===== src/sv/cleh_pkg.sv =====
// Shared types and constants of the console line editor with history.
`timescale 1ns / 1ps
package cleh_pkg;

   localparam int LINE_AW = 8;                      // line buffer address bits
   localparam int HIST_AW = 7;                      // history slot bits
   localparam int HIST_DEPTH = 1 << HIST_AW;
   localparam int HIST_WORDS = HIST_DEPTH << LINE_AW;
   localparam logic [7:0] LINE_MAX = 8'd255;

   // request commands
   localparam logic [1:0] CMD_KEY = 2'd0;
   localparam logic [1:0] CMD_INT = 2'd1;
   localparam logic [1:0] CMD_READ = 2'd2;

   // key codes
   localparam logic [7:0] KEY_CTRL_A = 8'd1;
   localparam logic [7:0] KEY_CTRL_B = 8'd2;
   localparam logic [7:0] KEY_CTRL_D = 8'd4;
   localparam logic [7:0] KEY_CTRL_E = 8'd5;
   localparam logic [7:0] KEY_CTRL_F = 8'd6;
   localparam logic [7:0] KEY_BS = 8'd8;
   localparam logic [7:0] KEY_TAB = 8'd9;
   localparam logic [7:0] KEY_LF = 8'd10;
   localparam logic [7:0] KEY_CTRL_K = 8'd11;
   localparam logic [7:0] KEY_CR = 8'd13;
   localparam logic [7:0] KEY_CTRL_N = 8'd14;
   localparam logic [7:0] KEY_CTRL_P = 8'd16;
   localparam logic [7:0] KEY_ESC = 8'd27;
   localparam logic [7:0] KEY_SPACE = 8'd32;
   localparam logic [7:0] KEY_TILDE = 8'd126;
   localparam logic [7:0] KEY_DEL = 8'd127;
   localparam logic [7:0] KEY_BRACKET = 8'h5b;
   localparam logic [7:0] KEY_UP = 8'h41;
   localparam logic [7:0] KEY_DOWN = 8'h42;
   localparam logic [7:0] KEY_RIGHT = 8'h43;
   localparam logic [7:0] KEY_LEFT = 8'h44;

   typedef enum logic [2:0] {
      ST_QUIET    = 3'd0,
      ST_ECHO     = 3'd1,
      ST_REDRAW   = 3'd2,
      ST_BELL     = 3'd3,
      ST_DONE     = 3'd4,
      ST_EXIT     = 3'd5,
      ST_COMPLETE = 3'd6,
      ST_READ     = 3'd7
   } st_type;

   // byte mover operations
   typedef enum logic [2:0] {
      MV_READ   = 3'd0,   // read line byte at lo
      MV_HLEN   = 3'd1,   // read stored length of slot
      MV_INS    = 3'd2,   // open a gap at lo, shift up to hi, put key at lo
      MV_DEL    = 3'd3,   // close the gap at lo, shift down to hi
      MV_RECALL = 3'd4,   // copy hi bytes of slot into the line
      MV_COMMIT = 3'd5    // copy hi bytes of the line into slot, store length
   } mv_type;

   typedef struct packed {
      logic               start;
      mv_type             mode;
      logic [7:0]         lo;
      logic [7:0]         hi;
      logic [HIST_AW-1:0] slot;
      logic [7:0]         key;
   } dp_cmd_type;

   typedef struct packed {
      logic       busy;
      logic       done;
      logic [7:0] rdata;
   } dp_sts_type;

endpackage


===== src/sv/cleh_ctrl.sv =====
// Key decoder and sequencing state machine holding the editor's scalar state.
`timescale 1ns / 1ps
module cleh_ctrl
   import cleh_pkg::*;
(
   input  logic        clock,
   input  logic        reset,
   input  logic        req_tvalid,
   output logic        req_tready,
   input  logic [1:0]  req_command,
   input  logic [7:0]  req_key,
   input  logic [7:0]  req_index,
   output logic        rsp_tvalid,
   input  logic        rsp_tready,
   output st_type      rsp_status,
   output logic [7:0]  rsp_cursor,
   output logic [7:0]  rsp_length,
   output logic [7:0]  rsp_char,
   output dp_cmd_type  dp_cmd,
   input  dp_sts_type  dp_sts
);

   typedef enum logic [2:0] {S_IDLE, S_DECIDE, S_HLEN, S_MOVE, S_READ, S_RESP} state_type;
   typedef enum logic [1:0] {PH_PLAIN, PH_ESC, PH_CSI} phase_type;
   typedef enum logic [2:0] {A_NONE, A_UP, A_DOWN, A_LEFT, A_RIGHT} act_type;

   state_type          state_ff, state_in;
   phase_type          ph_ff, ph_in, ph_e;
   logic [1:0]         cmd_ff, cmd_in;
   logic [7:0]         key_ff, key_in, idx_ff, idx_in;
   logic [7:0]         cur_ff, cur_in, len_ff, len_in, cur_e, len_e;
   logic [7:0]         br_ff, br_in, br_e, cnt_ff, cnt_in, nb;
   logic [HIST_AW-1:0] new_ff, new_in;
   logic               com_ff, com_in, fresh;
   st_type             st_ff, st_in;
   logic [7:0]         ch_ff, ch_in;
   dp_cmd_type         dpc_ff, dpc_in;
   act_type            act;

   always_comb begin
      state_in = state_ff;
      ph_in = ph_ff;
      cmd_in = cmd_ff;
      key_in = key_ff;
      idx_in = idx_ff;
      cur_in = cur_ff;
      len_in = len_ff;
      br_in = br_ff;
      cnt_in = cnt_ff;
      new_in = new_ff;
      com_in = com_ff;
      st_in = st_ff;
      ch_in = ch_ff;
      dpc_in = dpc_ff;
      dpc_in.start = 1'b0;
      act = A_NONE;
      nb = 8'd0;
      // a keystroke or interrupt after Enter starts from a fresh line
      fresh = com_ff && (cmd_ff == CMD_KEY || cmd_ff == CMD_INT);
      cur_e = fresh ? 8'd0 : cur_ff;
      len_e = fresh ? 8'd0 : len_ff;
      ph_e = fresh ? PH_PLAIN : ph_ff;
      br_e = fresh ? 8'd0 : br_ff;
      unique case (state_ff)
         S_IDLE: begin
            if (req_tvalid) begin
               cmd_in = req_command;
               key_in = req_key;
               idx_in = req_index;
               state_in = S_DECIDE;
            end
         end
         S_DECIDE: begin
            cur_in = cur_e;
            len_in = len_e;
            ph_in = ph_e;
            br_in = br_e;
            com_in = com_ff && !fresh;
            st_in = ST_QUIET;
            ch_in = 8'd0;
            state_in = S_RESP;
            unique case (cmd_ff)
               CMD_KEY: begin
                  if (ph_e == PH_ESC) begin
                     ph_in = (key_ff == KEY_BRACKET) ? PH_CSI : PH_PLAIN;
                  end else if (ph_e == PH_CSI) begin
                     ph_in = PH_PLAIN;
                     unique case (key_ff)
                        KEY_UP:    act = A_UP;
                        KEY_DOWN:  act = A_DOWN;
                        KEY_RIGHT: act = A_RIGHT;
                        KEY_LEFT:  act = A_LEFT;
                        default:   st_in = ST_BELL;
                     endcase
                  end else begin
                     st_in = ST_REDRAW;
                     unique case (key_ff)
                        KEY_CTRL_A: cur_in = 8'd0;
                        KEY_CTRL_E: cur_in = len_e;
                        KEY_CTRL_K: len_in = cur_e;
                        KEY_CTRL_B: act = A_LEFT;
                        KEY_CTRL_F: act = A_RIGHT;
                        KEY_CTRL_P: act = A_UP;
                        KEY_CTRL_N: act = A_DOWN;
                        KEY_TAB:    st_in = ST_COMPLETE;
                        KEY_ESC: begin
                           ph_in = PH_ESC;
                           st_in = ST_QUIET;
                        end
                        KEY_CTRL_D, KEY_DEL: begin
                           if (key_ff == KEY_CTRL_D && len_e == 8'd0) begin
                              st_in = ST_EXIT;
                           end else if (cur_e >= len_e) begin
                              st_in = ST_QUIET;
                           end else begin
                              dpc_in = '{1'b1, MV_DEL, cur_e, len_e - 8'd1, new_ff, key_ff};
                              len_in = len_e - 8'd1;
                              state_in = S_MOVE;
                           end
                        end
                        KEY_BS: begin
                           if (cur_e == 8'd0) begin
                              st_in = ST_BELL;
                           end else begin
                              dpc_in = '{1'b1, MV_DEL, cur_e - 8'd1, len_e - 8'd1,
                                         new_ff, key_ff};
                              cur_in = cur_e - 8'd1;
                              len_in = len_e - 8'd1;
                              state_in = S_MOVE;
                           end
                        end
                        KEY_LF, KEY_CR: begin
                           st_in = ST_DONE;
                           com_in = 1'b1;
                           if (len_e != 8'd0) begin
                              new_in = new_ff + 1'b1;
                              dpc_in = '{1'b1, MV_COMMIT, 8'd0, len_e,
                                         new_ff + 1'b1, key_ff};
                              if (cnt_ff < 8'(HIST_DEPTH)) begin
                                 cnt_in = cnt_ff + 8'd1;
                              end
                              state_in = S_MOVE;
                           end
                        end
                        default: begin
                           if (key_ff < KEY_SPACE || key_ff > KEY_TILDE ||
                               len_e >= LINE_MAX) begin
                              st_in = ST_BELL;
                           end else begin
                              dpc_in = '{1'b1, MV_INS, cur_e, len_e, new_ff, key_ff};
                              cur_in = cur_e + 8'd1;
                              len_in = len_e + 8'd1;
                              state_in = S_MOVE;
                              if (cur_e == len_e) begin
                                 st_in = ST_ECHO;
                                 ch_in = key_ff;
                              end
                           end
                        end
                     endcase
                  end
               end
               CMD_INT: begin
                  cur_in = 8'd0;
                  len_in = 8'd0;
                  st_in = ST_REDRAW;
               end
               CMD_READ: begin
                  st_in = ST_READ;
                  dpc_in = '{1'b1, MV_READ, idx_ff, 8'd0, new_ff, key_ff};
                  state_in = S_READ;
               end
               default: st_in = ST_QUIET;
            endcase
            unique case (act)
               A_UP: begin
                  if (br_e >= cnt_ff) begin
                     st_in = ST_BELL;
                  end else begin
                     st_in = ST_REDRAW;
                     br_in = br_e + 8'd1;
                     dpc_in = '{1'b1, MV_HLEN, 8'd0, 8'd0, new_ff - br_e[HIST_AW-1:0],
                                key_ff};
                     state_in = S_HLEN;
                  end
               end
               A_DOWN: begin
                  st_in = ST_REDRAW;
                  nb = (br_e != 8'd0) ? br_e - 8'd1 : 8'd0;
                  br_in = nb;
                  if (nb == 8'd0) begin
                     cur_in = 8'd0;
                     len_in = 8'd0;
                  end else begin
                     dpc_in = '{1'b1, MV_HLEN, 8'd0, 8'd0,
                                new_ff - (nb[HIST_AW-1:0] - 1'b1), key_ff};
                     state_in = S_HLEN;
                  end
               end
               A_LEFT: begin
                  if (cur_e == 8'd0) begin
                     st_in = ST_BELL;
                  end else begin
                     st_in = ST_REDRAW;
                     cur_in = cur_e - 8'd1;
                  end
               end
               A_RIGHT: begin
                  if (cur_e >= len_e) begin
                     st_in = ST_BELL;
                  end else begin
                     st_in = ST_REDRAW;
                     cur_in = cur_e + 8'd1;
                  end
               end
               default: ;
            endcase
         end
         S_HLEN: begin
            if (dp_sts.done) begin
               cur_in = dp_sts.rdata;
               len_in = dp_sts.rdata;
               dpc_in.start = 1'b1;
               dpc_in.mode = MV_RECALL;
               dpc_in.hi = dp_sts.rdata;
               state_in = S_MOVE;
            end
         end
         S_MOVE: begin
            if (dp_sts.done) begin
               state_in = S_RESP;
            end
         end
         S_READ: begin
            if (dp_sts.done) begin
               ch_in = (idx_ff < len_ff) ? dp_sts.rdata : 8'd0;
               state_in = S_RESP;
            end
         end
         S_RESP: begin
            if (rsp_tready) begin
               state_in = S_IDLE;
            end
         end
         default: state_in = S_IDLE;
      endcase
   end

   always_ff @(posedge clock) begin
      if (reset) begin
         state_ff <= S_IDLE;
         ph_ff <= PH_PLAIN;
         cur_ff <= 8'd0;
         len_ff <= 8'd0;
         br_ff <= 8'd0;
         cnt_ff <= 8'd0;
         new_ff <= '0;
         com_ff <= 1'b0;
         dpc_ff.start <= 1'b0;
      end else begin
         state_ff <= state_in;
         ph_ff <= ph_in;
         cur_ff <= cur_in;
         len_ff <= len_in;
         br_ff <= br_in;
         cnt_ff <= cnt_in;
         new_ff <= new_in;
         com_ff <= com_in;
         dpc_ff.start <= dpc_in.start;
      end
      cmd_ff <= cmd_in;
      key_ff <= key_in;
      idx_ff <= idx_in;
      st_ff <= st_in;
      ch_ff <= ch_in;
      dpc_ff.mode <= dpc_in.mode;
      dpc_ff.lo <= dpc_in.lo;
      dpc_ff.hi <= dpc_in.hi;
      dpc_ff.slot <= dpc_in.slot;
      dpc_ff.key <= dpc_in.key;
   end

   assign req_tready = (state_ff == S_IDLE);
   assign rsp_tvalid = (state_ff == S_RESP);
   assign rsp_status = st_ff;
   assign rsp_cursor = cur_ff;
   assign rsp_length = len_ff;
   assign rsp_char = ch_ff;
   assign dp_cmd = dpc_ff;

endmodule


===== config.mk =====
export PLATFORM = sky130hd
export DESIGN_NAME = cleh_ctrl
export DESIGN_NICKNAME = d
export VERILOG_FILES = /design/src/sv/cleh_pkg.sv /design/src/sv/cleh_ctrl.sv
export SDC_FILE = /design/constraint.sdc
export NUM_CORES = 1
export LEC_CHECK = 0
export ABC_CLOCK_PERIOD_IN_PS = 5500
export BUFFER_PORTS_ARGS = -buffer_cell sky130_fd_sc_hd__buf_2
export CAP_MARGIN = 25
export CORE_ASPECT_RATIO = 2
export CORE_MARGIN = 8
export CORE_UTILIZATION = 52
export DETAILED_ROUTE_END_ITERATION = 16
export PLACE_DENSITY = 0.71
export SYNTH_ARGS = -nofsm -noshare
export SYNTH_HDL_FRONTEND = slang
export SYNTH_SLANG_ARGS = --single-unit

===== constraint.sdc =====
create_clock -name clock -period 5.5 [get_ports clock]
set_clock_uncertainty 0.2 [all_clocks]
set_input_delay 0.825 -clock clock [delete_from_list [all_inputs] [get_ports clock]]
set_output_delay 0.825 -clock clock [all_outputs]
set_load 0.03 [all_outputs]

==> results.toml <==
[final_layout]
most-common-layout-cells = "nand2_1 (124), nor2_1 (104), buf_2 (94)"
fin_area_sq_mm = 0.0111
syn2layout_area_growth_pct = 11.5
finalCoreUtilization = 0.590
final_nets = 1419
drive_above_1_share = 0.151
layout_commonest_cell = "nand2_1"
nFillCells = 1836

[cts]
cts_tree = "yes"
clk_pin_slew_worst_paths_ns = 0.09
cts_resized = 0
insertion_delay_ns = 0.37
clock_sinks = 109
cts.path.max_buffers = 2
cts_hold_buffers = 0
cts_root_buffer = "clkbuf_16"
post-cts-setup-buffers = 0
cts_max_level = 3
numCtsBuffers = 9

[route]
vias = 11300
wl_per_cell_um = 29.6
dr.pass1.iters = 6
ant_nets = 0
drc = 0
wl_um = 47200
viasPerCell = 7.09
initialDrtViolationCount = 1146

[flow_run]
maxCapViolCount = 0

[setup_path]
r2r_start = "cmd_ff[1]$_DFFE_PP_"
path_class = "reg -> reg"
crit_fanout = 12
worst_r2r_endpoint = "dp_cmd[14]$_DFFE_PP_"
end_kind = "register"
crit_required_ns = 5.40
ff2ff_setup_slack_ns = 0.24
cp.arrival_ns = 5.17
r2r_cells = 17
worst_setup_path_start_kind = "register"

[synth]
syn_area_sq_mm = 0.00996
syn_nets = 1349
ys_seq_elements = 109
synth_cell_types = 96
postSynthAreaPerCell_sq_um = 7.90
yosys_warnings = 0
ys.flop_type = "edfxtp_1"
ys_seq_area_frac = 0.283
async_flop_share = 0
synth_edf_count = 63
syn-instance-count = 1261

[power_and_ir_drop]
peakVddDrop_v = 0.000246
power.density_mw_per_mm2 = 378
finalPower_mw = 4.20
p_leak_nw = 4.44

[floorplanning]
fp.dieW_um = 114
core_sq_mm = 0.0188
die_area_sq_mm = 0.0241
num_io_pins = 96
die_y_um = 212
start_util = 0.529
rows = 71

[global_routing]
grt_pass1_vias = 10800
grt_max_degree = 51
grt_pass1_wl_um = 68900
overflow = 0
track_usage = 0.390
antenna_found_initial = 3

[place]
io_buffers = 94
preCtsSetupSlack_ns = 0.407
gp_congestion = 1.09
dpl.hpwl_um = 35300
placed_area_sq_mm = 0.0108

[min_path]
hp-start = "ph_ff[1]$_SDFFE_PP0P_"
hold_end = "ph_ff[1]$_SDFFE_PP0P_"
hp-class = "reg -> reg"
whs_path_depth = 2

[timing]
hold_violations = 0
min_period_ns = 5.26
report.final.slew_viol_count = 0
setup_ws_ns = 0.238
setup_viol = 0
fmax_mhz = 190
worst_slew_pin_slew_ns = 1.03
post-route-period-util = 0.957
rsz0062_at_grt = "no"
setup_tns_ns = 0
slew_headroom = 0.304

[run_status]
status = "completed"
worst max-delay path: stages (launching register included):
cell and delay (ns):
edfxtp_1 0.50, inv_1 0.13, ha_1 0.31, o21ai_4 0.39, nand2_1 0.27, ha_1 0.32
nor4b_2 0.20, a21o_1 0.20, o21ai_0 0.27, o31ai_1 0.35, ha_1 0.37, ha_1 0.34
a21o_1 0.19, a21o_1 0.17, a21oi_1 0.17, xnor2_1 0.09, a22oi_1 0.38, nand3_1 0.16
cell usage after synthesis, types with 17 or more instances:
| master | count | share of area |
|---|---|---|
| a211oi_1 | 21 | 0.016 |
| ha_1 | 54 | 0.068 |
| xnor2_1 | 30 | 0.026 |
| nor3_1 | 52 | 0.026 |
| nor2_1 | 104 | 0.039 |
| a31oi_1 | 20 | 0.013 |
| nand3_1 | 47 | 0.024 |
| dfxtp_1 | 46 | 0.092 |
| nor4_1 | 19 | 0.012 |
| or3_1 | 26 | 0.016 |
| o211ai_1 | 21 | 0.016 |
| edfxtp_1 | 63 | 0.19 |
| nand2b_1 | 23 | 0.014 |
| o21ai_0 | 76 | 0.038 |
| clkbuf_1 | 72 | 0.027 |
| a22o_1 | 17 | 0.015 |
| inv_1 | 52 | 0.020 |
| nand2_1 | 124 | 0.047 |
| a21o_1 | 21 | 0.016 |
| a21oi_1 | 78 | 0.039 |
registers in the layout, summed over array words and instances, names as in the netlist, 3 cells and up:
name        count
br_ff           8
cnt_ff          8
dp_cmd         35
idx_ff          8
key_ff          8
new_ff          7
rsp_char        8
rsp_cursor      8
rsp_length      8
rsp_status      3
state_ff        3
per-layer routing:
| layer | share of wire | global-route usage | vias to the layer above |
|---|---|---|---|
| li1 | - | - | 4911 |
| met5 | 0.00083 | 0 | - |
| met1 | 0.31 | 0.381 | 5363 |
| met4 | 0.11 | 0.355 | 6 |
| met3 | 0.091 | 0.0899 | 282 |
| met2 | 0.49 | 0.668 | 733 |
cell type report:
type / count / area [sq um] / share of cell area
Clock buffer: 9 / 225 / 0.0203
Tap cell: 255 / 319 / 0.0287
Clock inverter: 7 / 72.6 / 0.00654
Multi-Input combinational cell: 1006 / 6560 / 0.591
Timing Repair Buffer: 152 / 916 / 0.0825
Antenna cell: 1 / 2.50 / 0.000225
Sequential cell: 109 / 2810 / 0.253
Inverter: 53 / 199 / 0.0179
power by group:
group          total [mW]  internal (mW)  switching [mW]
sequential           1.24           1.05           0.183
clock               0.686          0.325           0.361
combinational        2.28          0.757            1.52
total                4.20           2.14            2.06
how the worst max path moves through the flow:
stage                              from                    to  slack (ns)  depth (start not counted)
detailed placement  cmd_ff[1]$_DFFE_PP_  dp_cmd[14]$_DFFE_PP_        0.41                         18
global placement    cmd_ff[1]$_DFFE_PP_  dp_cmd[14]$_DFFE_PP_        0.48                         18
floorplan           cmd_ff[1]$_DFFE_PP_  dp_cmd[14]$_DFFE_PP_        0.46                         22
finish              cmd_ff[1]$_DFFE_PP_  dp_cmd[14]$_DFFE_PP_        0.24                         17
global route        cmd_ff[1]$_DFFE_PP_  dp_cmd[14]$_DFFE_PP_        0.14                         18
CTS                 cmd_ff[1]$_DFFE_PP_  dp_cmd[14]$_DFFE_PP_        0.39                         18
stage by stage:
step,std cells,hold slack (ns)
global route,1591,0.303
detailed placement,1573,0.269
floorplan,1261,0.250
global placement,1573,0.266
CTS,1589,0.283
finish,1592,0.282
kinds of logic (layout without fill, tap and decap cells):
kind of cell,Yosys count,after routing,synth area share
mux,9,9,0.00917
flops,109,109,0.283
other cells,0,1,0
compound gates,403,403,0.281
simple gates,493,493,0.255
fa+ha+maj,56,56,0.0719
xor+xnor,45,45,0.0396
buf+inv,146,221,0.0601
Note: power is estimated with default switching activity, not from simulation.
